### config.mk
export PLATFORM = sky130hd
export DESIGN_NAME = toy_cpu_execute_unit
export DESIGN_NICKNAME = d
export VERILOG_FILES = /design/src/hw/rtl/tcpu_pkg.sv /design/src/hw/rtl/tcpu_exec.sv /design/src/hw/rtl/toy_cpu_execute_unit.sv
export SDC_FILE = /design/constraint.sdc
export NUM_CORES = 2
export LEC_CHECK = 0
export CAP_MARGIN = 0
export CORE_UTILIZATION = 45
export DETAILED_ROUTE_END_ITERATION = 10
export DONT_BUFFER_PORTS = 1
export PLACE_DENSITY_LB_ADDON = 0.08
export RECOVER_POWER = 25
export SYNTH_ARGS = -nofsm -noshare
export SYNTH_HDL_FRONTEND = slang
export SYNTH_SLANG_ARGS = --single-unit
### constraint.sdc
create_clock -name i_clk -period 5.9 [get_ports i_clk]
set_input_delay 1.18 -clock i_clk [delete_from_list [all_inputs] [get_ports i_clk]]
set_output_delay 1.18 -clock i_clk [all_outputs]
set_load 0.02 [all_outputs]
### src/hw/rtl/tcpu_pkg.sv
`timescale 1ns / 1ps
// ----------------------------------------------------------------------------
// tcpu_pkg
// Shared types, opcodes and constants of the toy cpu execute unit.
// ----------------------------------------------------------------------------
package tcpu_pkg;

    localparam int MEM_BYTES_DEF = 128;
    localparam int NUM_REGS_DEF  = 6;
    localparam int LINE_W        = 9;
    localparam logic [LINE_W-1:0] LINE_LIMIT = 9'd500;
    localparam logic [LINE_W-1:0] LINE_RESET = 9'd1;

    localparam logic [4:0] OP_MOV_RR  = 5'd0;
    localparam logic [4:0] OP_MOV_RI  = 5'd1;
    localparam logic [4:0] OP_MOV_RM  = 5'd2;
    localparam logic [4:0] OP_MOV_MR  = 5'd3;
    localparam logic [4:0] OP_MOV_IM  = 5'd4;
    localparam logic [4:0] OP_ADD_R   = 5'd5;
    localparam logic [4:0] OP_ADD_I   = 5'd6;
    localparam logic [4:0] OP_ADD_M   = 5'd7;
    localparam logic [4:0] OP_SUB_R   = 5'd8;
    localparam logic [4:0] OP_SUB_I   = 5'd9;
    localparam logic [4:0] OP_SUB_M   = 5'd10;
    localparam logic [4:0] OP_JMP     = 5'd11;
    localparam logic [4:0] OP_JMP_Z   = 5'd12;
    localparam logic [4:0] OP_JPN     = 5'd13;
    localparam logic [4:0] OP_JPN_M   = 5'd14;
    localparam logic [4:0] OP_PRN_R   = 5'd15;
    localparam logic [4:0] OP_PRN_I   = 5'd16;
    localparam logic [4:0] OP_PRN_M   = 5'd17;
    localparam logic [4:0] OP_INP     = 5'd18;
    localparam logic [4:0] OP_HLT     = 5'd19;

    localparam logic [1:0] PK_REG   = 2'd0;
    localparam logic [1:0] PK_CONST = 2'd1;
    localparam logic [1:0] PK_MEM   = 2'd2;

    localparam logic [1:0] ERR_NONE = 2'd0;
    localparam logic [1:0] ERR_IMM  = 2'd1;
    localparam logic [1:0] ERR_MEM  = 2'd2;

    typedef struct packed {
        logic [4:0]         operation;
        logic [2:0]         reg_first;
        logic [2:0]         reg_second;
        logic signed [31:0] immediate;
        logic [6:0]         mem_address;
        logic [8:0]         target_line;
        logic signed [7:0]  char_in;
    } t_in_item;

    typedef struct packed {
        logic [8:0]         next_line;
        logic               jumped;
        logic               print_valid;
        logic [1:0]         print_kind;
        logic signed [31:0] print_value;
        logic               halted;
        logic [1:0]         error_code;
    } t_out_item;

    // state updates decided by the execute logic
    typedef struct packed {
        logic              reg_we;
        logic [2:0]        reg_idx;
        logic [31:0]       reg_data;
        logic              mem_we;
        logic [7:0]        mem_data;
        logic [LINE_W-1:0] line_next;
        logic              halt_next;
    } t_exec_ctl;

endpackage

### src/hw/rtl/tcpu_exec.sv
`timescale 1ns / 1ps
// ----------------------------------------------------------------------------
// tcpu_exec
// Combinational execute logic: one instruction against the fetched operands.
// ----------------------------------------------------------------------------
module tcpu_exec (
    input  tcpu_pkg::t_in_item  i_item,
    input  logic [31:0]         i_ra_val,
    input  logic [31:0]         i_rb_val,
    input  logic [7:0]          i_mem_val,
    input  logic [8:0]          i_line,
    input  logic                i_halt,
    input  logic [8:0]          i_prog_len,
    output tcpu_pkg::t_exec_ctl o_ctl,
    output tcpu_pkg::t_out_item o_res
);
    import tcpu_pkg::*;

    logic        target_ok;
    logic        ra_zero;
    logic        ra_nonpos;
    logic        advance;
    logic        jumped;
    logic [8:0]  jump_to;
    logic [8:0]  mem_target;
    logic [31:0] imm_u;
    logic [31:0] mem_u;
    logic [31:0] ch_s;

    always_comb begin
        target_ok  = (i_item.target_line >= 9'd1) && (i_item.target_line <= i_prog_len);
        ra_zero    = (i_ra_val == 32'd0);
        ra_nonpos  = ra_zero || i_ra_val[31];
        imm_u      = 32'(i_item.immediate);
        mem_u      = {24'd0, i_mem_val};
        mem_target = {1'b0, i_mem_val};
        ch_s       = {{24{i_item.char_in[7]}}, 8'(i_item.char_in)};

        advance  = 1'b1;
        jumped   = 1'b0;
        jump_to  = i_item.target_line;
        o_ctl    = '0;
        o_res    = '0;
        o_ctl.reg_idx   = i_item.reg_first;
        o_ctl.halt_next = i_halt;

        if (i_halt) begin
            advance = 1'b0;
        end else begin
            case (i_item.operation)
                OP_MOV_RR: begin
                    o_ctl.reg_we   = 1'b1;
                    o_ctl.reg_idx  = i_item.reg_second;
                    o_ctl.reg_data = i_ra_val;
                end
                OP_MOV_RI: begin
                    o_ctl.reg_we   = 1'b1;
                    o_ctl.reg_data = imm_u;
                end
                OP_MOV_RM: begin
                    o_ctl.mem_we   = 1'b1;
                    o_ctl.mem_data = i_ra_val[7:0];
                end
                OP_MOV_MR: begin
                    o_ctl.reg_we   = 1'b1;
                    o_ctl.reg_data = mem_u;
                end
                OP_MOV_IM: begin
                    o_ctl.mem_we   = 1'b1;
                    o_ctl.mem_data = imm_u[7:0];
                end
                OP_ADD_R: begin
                    o_ctl.reg_we   = 1'b1;
                    o_ctl.reg_data = i_ra_val + i_rb_val;
                end
                OP_ADD_I: begin
                    o_ctl.reg_we   = 1'b1;
                    o_ctl.reg_data = i_ra_val + imm_u;
                end
                OP_ADD_M: begin
                    o_ctl.reg_we   = 1'b1;
                    o_ctl.reg_data = i_ra_val + mem_u;
                end
                OP_SUB_R: begin
                    o_ctl.reg_we   = 1'b1;
                    o_ctl.reg_data = i_ra_val - i_rb_val;
                end
                OP_SUB_I: begin
                    o_ctl.reg_we   = 1'b1;
                    o_ctl.reg_data = i_ra_val - imm_u;
                end
                OP_SUB_M: begin
                    o_ctl.reg_we   = 1'b1;
                    o_ctl.reg_data = i_ra_val - mem_u;
                end
                OP_JMP, OP_JMP_Z, OP_JPN: begin
                    // target is checked even when the branch falls through
                    if (!target_ok) begin
                        o_res.error_code = ERR_IMM;
                        advance          = 1'b0;
                    end else if ((i_item.operation == OP_JMP) ||
                                 (i_item.operation == OP_JMP_Z && ra_zero) ||
                                 (i_item.operation == OP_JPN && ra_nonpos)) begin
                        jumped  = 1'b1;
                        advance = 1'b0;
                    end
                end
                OP_JPN_M: begin
                    if (ra_nonpos) begin
                        advance = 1'b0;
                        if (mem_target > i_prog_len) begin
                            o_res.error_code = ERR_MEM;
                        end else begin
                            jumped  = 1'b1;
                            jump_to = mem_target;
                        end
                    end
                end
                OP_PRN_R: begin
                    o_res.print_valid = 1'b1;
                    o_res.print_kind  = PK_REG;
                    o_res.print_value = i_ra_val;
                end
                OP_PRN_I: begin
                    o_res.print_valid = 1'b1;
                    o_res.print_kind  = PK_CONST;
                    o_res.print_value = i_item.immediate;
                end
                OP_PRN_M: begin
                    o_res.print_valid = 1'b1;
                    o_res.print_kind  = PK_MEM;
                    o_res.print_value = mem_u;
                end
                OP_INP: begin
                    o_ctl.reg_we   = 1'b1;
                    o_ctl.reg_data = ch_s;
                end
                OP_HLT: begin
                    o_ctl.halt_next = 1'b1;
                    advance         = 1'b0;
                end
                default: begin
                end
            endcase
        end

        if (jumped) begin
            o_ctl.line_next = jump_to;
        end else if (advance) begin
            o_ctl.line_next = i_line + 9'd1;
        end else begin
            o_ctl.line_next = i_line;
        end

        o_res.next_line = o_ctl.line_next;
        o_res.jumped    = jumped;
        o_res.halted    = o_ctl.halt_next;
    end

endmodule

### src/hw/rtl/toy_cpu_execute_unit.sv
`timescale 1ns / 1ps
// ----------------------------------------------------------------------------
// toy_cpu_execute_unit
// Executes one decoded toy-machine instruction per input beat.
// ----------------------------------------------------------------------------
//  channel   signals                          dir  contents
//  in        i_in_valid / o_in_ready / i_in   in   decoded instruction
//  out       o_out_valid / i_out_ready / o_out out  line, jump, print, halt, error
//  cfg       i_cfg_valid / o_cfg_ready / i_cfg_data in program length
//
//  one instruction per cycle unless stalled; beat held in r_in, result in r_out
//  operands are read from the register file and byte memory when the beat is
//  taken and forwarded from the instruction executing in that same cycle
//  reset clears registers, memory valid bits, line counter (1), halt flag and
//  sets program length to 500; no clearing pass is needed
//  a stalled output holds the execute stage, which then backpressures the input
// ----------------------------------------------------------------------------
module toy_cpu_execute_unit #(
    parameter int MEM_BYTES = tcpu_pkg::MEM_BYTES_DEF,
    parameter int NUM_REGS  = tcpu_pkg::NUM_REGS_DEF
) (
    input  logic                i_clk,
    input  logic                i_rst_n,
    input  logic                i_in_valid,
    output logic                o_in_ready,
    input  tcpu_pkg::t_in_item  i_in,
    output logic                o_out_valid,
    input  logic                i_out_ready,
    output tcpu_pkg::t_out_item o_out,
    input  logic                i_cfg_valid,
    output logic                o_cfg_ready,
    input  logic [8:0]          i_cfg_data
);
    import tcpu_pkg::*;

    localparam int AW = $clog2(MEM_BYTES);
    localparam int RW = $clog2(NUM_REGS);

    logic [31:0] r_rf [NUM_REGS];
    logic [7:0]  r_mem [MEM_BYTES];
    logic [MEM_BYTES-1:0] r_mem_vld;

    logic        r_in_valid;
    t_in_item    r_in;
    logic [31:0] r_ra_q;
    logic [31:0] r_rb_q;
    logic [7:0]  r_mem_q;
    logic [8:0]  r_line;
    logic        r_halt;
    logic [8:0]  r_prog_len;
    logic        r_out_valid;
    t_out_item   r_out;

    t_exec_ctl   ctl;
    t_out_item   res;
    logic        exec_fire;
    logic        in_accept;

    logic [4:0]  ra5, rb5, wr5;
    logic        ra_ok, rb_ok, wr_ok;
    logic [8:0]  rd_a9, wr_a9;
    logic        rd_a_ok, wr_a_ok;
    logic        reg_wr, mem_wr;
    logic        fwd_ra, fwd_rb, fwd_mem;

    tcpu_exec u_exec (
        .i_item     (r_in),
        .i_ra_val   (r_ra_q),
        .i_rb_val   (r_rb_q),
        .i_mem_val  (r_mem_q),
        .i_line     (r_line),
        .i_halt     (r_halt),
        .i_prog_len (r_prog_len),
        .o_ctl      (ctl),
        .o_res      (res)
    );

    always_comb begin
        exec_fire  = r_in_valid && (!r_out_valid || i_out_ready);
        o_in_ready = !r_in_valid || exec_fire;
        in_accept  = i_in_valid && o_in_ready;

        ra5   = {2'b00, i_in.reg_first};
        rb5   = {2'b00, i_in.reg_second};
        wr5   = {2'b00, ctl.reg_idx};
        ra_ok = ra5 < 5'(NUM_REGS);
        rb_ok = rb5 < 5'(NUM_REGS);
        wr_ok = wr5 < 5'(NUM_REGS);

        rd_a9   = {2'b00, i_in.mem_address};
        wr_a9   = {2'b00, r_in.mem_address};
        rd_a_ok = rd_a9 < 9'(MEM_BYTES);
        wr_a_ok = wr_a9 < 9'(MEM_BYTES);

        reg_wr = exec_fire && ctl.reg_we && wr_ok;
        mem_wr = exec_fire && ctl.mem_we && wr_a_ok;

        // results being written this cycle bypass the arrays
        fwd_ra  = reg_wr && (wr5 == ra5);
        fwd_rb  = reg_wr && (wr5 == rb5);
        fwd_mem = mem_wr && (wr_a9 == rd_a9);
    end

    assign o_cfg_ready = 1'b1;
    assign o_out_valid = r_out_valid;
    assign o_out       = r_out;

    // control state and register file
    always_ff @(posedge i_clk) begin
        if (!i_rst_n) begin
            r_in_valid  <= 1'b0;
            r_out_valid <= 1'b0;
            r_line      <= LINE_RESET;
            r_halt      <= 1'b0;
            r_prog_len  <= LINE_LIMIT;
            r_mem_vld   <= '0;
            for (int i = 0; i < NUM_REGS; i++) begin
                r_rf[i] <= '0;
            end
        end else begin
            if (i_cfg_valid) begin
                r_prog_len <= (i_cfg_data > LINE_LIMIT) ? LINE_LIMIT : i_cfg_data;
            end
            if (o_in_ready) begin
                r_in_valid <= i_in_valid;
            end
            if (exec_fire) begin
                r_out_valid <= 1'b1;
                r_line      <= ctl.line_next;
                r_halt      <= ctl.halt_next;
            end else if (i_out_ready) begin
                r_out_valid <= 1'b0;
            end
            if (reg_wr) begin
                r_rf[wr5[RW-1:0]] <= ctl.reg_data;
            end
            if (mem_wr) begin
                r_mem_vld[wr_a9[AW-1:0]] <= 1'b1;
            end
        end
    end

    // payload: input stage, operand fetch, byte memory, result register
    always_ff @(posedge i_clk) begin
        if (in_accept) begin
            r_in <= i_in;
            if (!ra_ok) begin
                r_ra_q <= '0;
            end else if (fwd_ra) begin
                r_ra_q <= ctl.reg_data;
            end else begin
                r_ra_q <= r_rf[ra5[RW-1:0]];
            end
            if (!rb_ok) begin
                r_rb_q <= '0;
            end else if (fwd_rb) begin
                r_rb_q <= ctl.reg_data;
            end else begin
                r_rb_q <= r_rf[rb5[RW-1:0]];
            end
            if (!rd_a_ok) begin
                r_mem_q <= '0;
            end else if (fwd_mem) begin
                r_mem_q <= ctl.mem_data;
            end else if (!r_mem_vld[rd_a9[AW-1:0]]) begin
                r_mem_q <= '0;
            end else begin
                r_mem_q <= r_mem[rd_a9[AW-1:0]];
            end
        end
        if (mem_wr) begin
            r_mem[wr_a9[AW-1:0]] <= ctl.mem_data;
        end
        if (exec_fire) begin
            r_out <= res;
        end
    end

endmodule
After elaboration in Yosys (flattened, before gate mapping)
Memories as Yosys holds them, arrays and structs flattened.
Index checks and enable logic that the tools add are counted.
- register bits after elaboration: 336
- memory bits (writable): 1216
- input port bits: 81
- output and inout bits: 51
- word-level logic and storage cells: 139
- memories: 2
- $add $sub $neg: 7
- $lt $le $gt $ge: 10
- equal/unequal tests: 22
- muxes and demuxes: 49
- bitwise gates (word level): 1
- reductions and logical operators: 25
- memory list (memory ; words ; bits a word ; rd ports ; clocked after memory_dff ; wr ports ; line ; RTL):
    r_mem ; 128 ; 8 ; 1 ; 0 ; 1 ; toy_cpu_execute_unit.sv:40 ; logic [7:0] r_mem [MEM_BYTES];
    r_rf ; 6 ; 32 ; 2 ; 0 ; 6 ; toy_cpu_execute_unit.sv:39 ; logic [31:0] r_rf [NUM_REGS];
- operators with widths (operator ; count):
    32-bit one-hot mux with 10 select lines ; 1
    128-bit bitwise OR ; 1
    35-bit one-hot mux with 3 select lines ; 1
    32-bit 2-to-1 mux ; 3
    32-bit adder ; 2
    32-bit subtractor ; 2
    9-bit 2-to-1 mux ; 7
    45-bit 2-to-1 mux ; 1
    5-bit by 4-bit equality test with 1-bit output, second input constant ; 8
    32-bit by 8-bit adder with 32-bit output ; 1
    32-bit zero test ; 1
    32-bit OR reduction ; 1
    32-bit by 8-bit subtractor with 32-bit output ; 1
    1-bit 2-to-1 mux ; 24
    5-bit by 3-bit equality test with 1-bit output, second input constant ; 4
    5-bit equality test, second input constant ; 4
    9-bit one-hot mux with 2 select lines ; 1
    7-bit by 8-bit < comparator with 1-bit output, second input constant ; 2
    8-bit 2-to-1 mux ; 2
    1-bit logical AND ; 12
    5-bit by 2-bit equality test with 1-bit output, second input constant ; 2
    10-bit OR reduction ; 1
    9-bit by 1-bit adder with 9-bit output, second input constant ; 1
    9-bit by 1-bit greater-or-equal comparator with 1-bit output, second input constant ; 1
    other kinds (20) ; 30

Logic depth before layout (Yosys ltp)
- depth in word-level cells: 11
- gate-level depth with buffers: 21
- depth with buffers taken out: 20

Modules after synthesis
From an unflattened synthesis, not the netlist that was laid out.
- cells, all modules: 4400
- area total of the unflattened synthesis: 67965.2 um^2
- modules (own cells, without submodules) (module ; times used ; cells an instance ; area each (um^2) ; sequential area each (um^2)):
    toy_cpu_execute_unit ; 1 ; 3408 ; 61579.1 ; 45113.3
    tcpu_exec ; 1 ; 992 ; 6386.1 ; 0.0

Least setup slack after synthesis
Ideal clock, no wire load.
- path kind: reg2reg
- start: register r_in[66] in the netlist's numbering
- end: memory r_mem[0][0], data pin
- library setup time: 803 ps
- data arrival time: 4522 ps
- data required time: 5097 ps
- path slack: 575 ps
- cell stages (with the launch flop): 7
- buffers on the path: 2
- period minus slack after synthesis: 5325 ps
- path through: edfxtp_1 -> buf_6 -> or3_1 -> buf_4 -> nor2_1 -> a22oi_1 -> nor2_1
- RTL lines (item ; line ; RTL):
    start: declaration ; toy_cpu_execute_unit.sv:44 ; t_in_item r_in;
    start signal: assignment ; toy_cpu_execute_unit.sv:146 ; r_in <= i_in;
    end: declaration ; toy_cpu_execute_unit.sv:40 ;

==> summary.md <==
| Metric | Value |
|---|---|
| PortBufs | `0` |
| Post-Syn Instances | `~4,200` |
| Sequential share of the synthesized area | `0.667` |
| RSZ-0062 raised after global routing | `no` |
| Cell taking the most area after synthesis | `edfxtp_1` |
| Top cell type's share of synthesized area | `0.623` |
| Yosys reg bits | `about 1,600` |
| Total Wirelength | `188 mm` |
| DR DRC count | `0` |
| Setup bufs post-CTS | `0` |
| Row count | `141` |
| Hold Slack | `~460 ps` |
| Count of cell types in the netlist | `88` |
| First-pass GRT wire length | `276 mm` |
| Clock Skews | `34.2 ps` |
| GRT overflow | `0` |
| Area of the core | `about 150,000 um2` |
| Static leakage | `roughly 0.023 uW` |
| Count leader, synth | `edfxtp_1` |
| Max clock buf depth | `3` |
| CTS tree | `done` |
| Syn Nets | `about 4,400` |
| Crit path max fanout | `6` |
| Slowest-stage cell, CP | `edfxtp_1` |
| Synth Cell Area | `a little under 70,000 um2` |
| Initial antenna violation count | `5` |
| Fmax | `roughly 180 MHz` |
| CTS root buf | `clkbuf_16` |
| Worst Setup End Kind | `register` |
| Die W | `390 um` |
| Detail Route met3 WL | `~12 mm` |
| Final #Nets | `around 4,400` |
| Post-synth EDFFs | `1,403` |
| Max-slew violation count | `around 450` |
| Fin crit share | `0.945` |
| Ports | `roughly 130` |
| Share of layout cells above drive strength 1 | `0.198` |
| CP arrival | `roughly 6000 ps` |
| Syn Area/Cell | `approximately 16 um2` |
| Layout Area Growth over Synthesis | `12.2%` |
| Pre-antenna DRT Iters | `8` |
| Pwr Density | `317 nW/um2` |
| Fin crit period | `roughly 5600 ps` |
| # diodes | `0` |
| Fin. Hold Viols | `0` |
| Wire per inst | `around 30 um` |
| Die ar. | `~150,000 um2` |
| Post-DRT Antenna Nets | `0` |
| Starting density of the core | `0.456` |
| Die height | `between 300 and 400 um` |
| Initial DRC Count | `about 3,800` |
| Worst skew pair latency | `790 ps` |
| Synth top cells by count | `edfxtp_1, nor2_1, mux4_2` |
| Clock-pin slew on the worst setup and hold paths | `around 60 ps` |
| Hold-fix buffers, CTS | `0` |
| Setup TNS | `0 ps` |
| Slew HR | `-2.08` |
| Synth async-reset ratio | `0` |
| Main synth FF type | `edfxtp_1` |
| Worst setup path category | `reg -> reg` |
| H-tree levels | `4` |
| Top layer used by detailed routing | `met5` |
| Top post-synthesis cells by area | `edfxtp_1, mux4_2, dfxtp_1` |
| Violated checks | `capacitance limit, slew limit` |
| Measured slew at the worst slew-check pin | `around 4600 ps` |
| Maximum vdd drop | `roughly 0.00028 V` |
| Max incr delay on CP | `roughly 480 ps` |
| Met2 WL | `89.6 mm` |
| DRT met1 WL | `about 82 mm` |
| GRT Total Usage | `0.248` |
| CTS Sinks | `roughly 1,600` |
| Critical-path cell list | `or3_1 > or3_1 > nor3_1 > ha_1 > a222oi_1 > o21ai_0 > a221oi_1 > ha_1 > a21oi_1 > o21ai_0 > a31o_2 > a221o_1 > nor2_1 > o311ai_0 > buf_4 > a311o_1 > a31oi_2 > nor3_1` |
| Synth warn | `0` |
| RePlAce Congestion | `~0.96` |
| Min-Delay Path Class | `reg -> reg` |
| Status | `finished with violations` |
| Largest net degree at the start of global routing | `about 290` |
| Max-cap violations | `10` |
| CP top delay family | `compound AO/OA/AOI/OAI gates` |
| Total CTS buffers | `between 150 and 200` |
| Crit start category | `register` |
| DPL Wire Length | `between 100 and 150 mm` |
| Req. time, crit path | `6420 ps` |
| Bufs and invs on worst path | `1` |
| Vias in the first global route | `38,500` |
| DR vias | `between 30,000 and 40,000` |
| Final Util | `0.511` |
| Vias per inst | `6.13` |
| Final setup vio count | `0` |
## cells in the final DEF, fill, tap and decap left out, types with 30 or more instances in the layout
cell type / synthesis / layout
dfxtp_1: 149 / 149
a21oi_1: 181 / 179
nor3_1: 79 / 76
xnor2_1: 46 / 46
ha_1: 53 / 53
clkinv_1: 2 / 31
mux2i_1: 74 / 74
a21o_1: 30 / 30
clkbuf_1: 196 / 56
edfxtp_1: 1403 / 1403
o22ai_1: 36 / 36
a221o_1: 32 / 32
nand3_1: 35 / 33
mux4_2: 414 / 414
a22oi_1: 62 / 62
a211oi_1: 31 / 31
nand2_1: 136 / 131
nor2_1: 427 / 424
o21a_1: 144 / 144
buf_4: 10 / 148
nor2b_1: 44 / 43
inv_1: 69 / 68
o21ai_0: 150 / 150
a221oi_1: 39 / 39
clkbuf_16: 0 / 169
## metrics by stage
| step | std cells | cell area [um2] | setup WS, ps | power [uW] |
|---|---|---|---|---|
| finish | 6414 | 75800 | 323 | 24000 |
| global route | 6414 | 75800 | 5.81 | 24800 |
| CTS | 6414 | 75900 | 127 | 24200 |
| detailed placement | 6107 | 70400 | 183 | 13800 |
| global placement | 6107 | 70400 | 370 | 13800 |
| floorplan | 4218 | 67600 | 575 | 13500 |
## power by group
group          leakage [uW]  switching, uW  internal (uW)
registers            0.0132            190          12100
clock network       0.00264           4410           5990
logic               0.00736            782            588
total                0.0232           5380          18600
## what timing repair did
action | CTS | global route
resized for setup | 0 | 5
endpoints found under the setup margin | 0 | 30
hold endpoints to repair | 0 | 0
## layer usage
metal  up-vias  global-route usage
li1      17000                   -
met1     20600               0.355
met2      1488               0.394
met3       273              0.0389
met4         4              0.0728
met5         -                   0
## flip-flops by register name, summed over array words and instances, names as in the netlist
signal / flops
o_out: 48
o_out_valid: 1
r_halt: 1
r_in: 67
r_in_valid: 1
r_line: 9
r_mem: 1024
r_mem_q: 8
r_mem_vld: 128
r_prog_len: 9
r_ra_q: 32
r_rb_q: 32
r_rf: 192
## cell families (layout without fill, tap and decap cells)
family                   count (synthesis)  after routing  share of synthesized area
AO/OA/AOI/OAI                          807            807                     0.0802
adder cells (fa/ha/maj)                 54             54                     0.0101
buffers and inverters                  348            542                     0.0210
flip-flops                            1552           1552                      0.667
AND/OR/NAND/NOR                        878            878                     0.0601
XOR/XNOR                                74             74                    0.00959
other                                    1              1                  0.0000555
multiplexers                           504            504                      0.152
## area by class of cell
cell class              instances  area [um2]
inverters                      71         267
multi-input cells            2318       21200
clock inverters                79         916
clock buffers                 228        4560
flip-flops and latches       1552       45100
well taps                    2002        2500
fillers                     12300       72600
repair buffers                164        1270
## final timing paths
| kind | startpoint | end | slack [ps] | cells after the start |
|---|---|---|---|---|
| max reg2reg | r_mem_q[0] | r_rf[3][22] | 320 | 18 |
| min | r_mem_vld[62] | r_mem_vld[62] | 460 | 1 |
| max | r_mem_q[0] | r_rf[3][22] | 320 | 18 |
| min reg2reg | r_mem_vld[62] | r_mem_vld[62] | 460 | 1 |
Power figures use the tool's default switching activity.
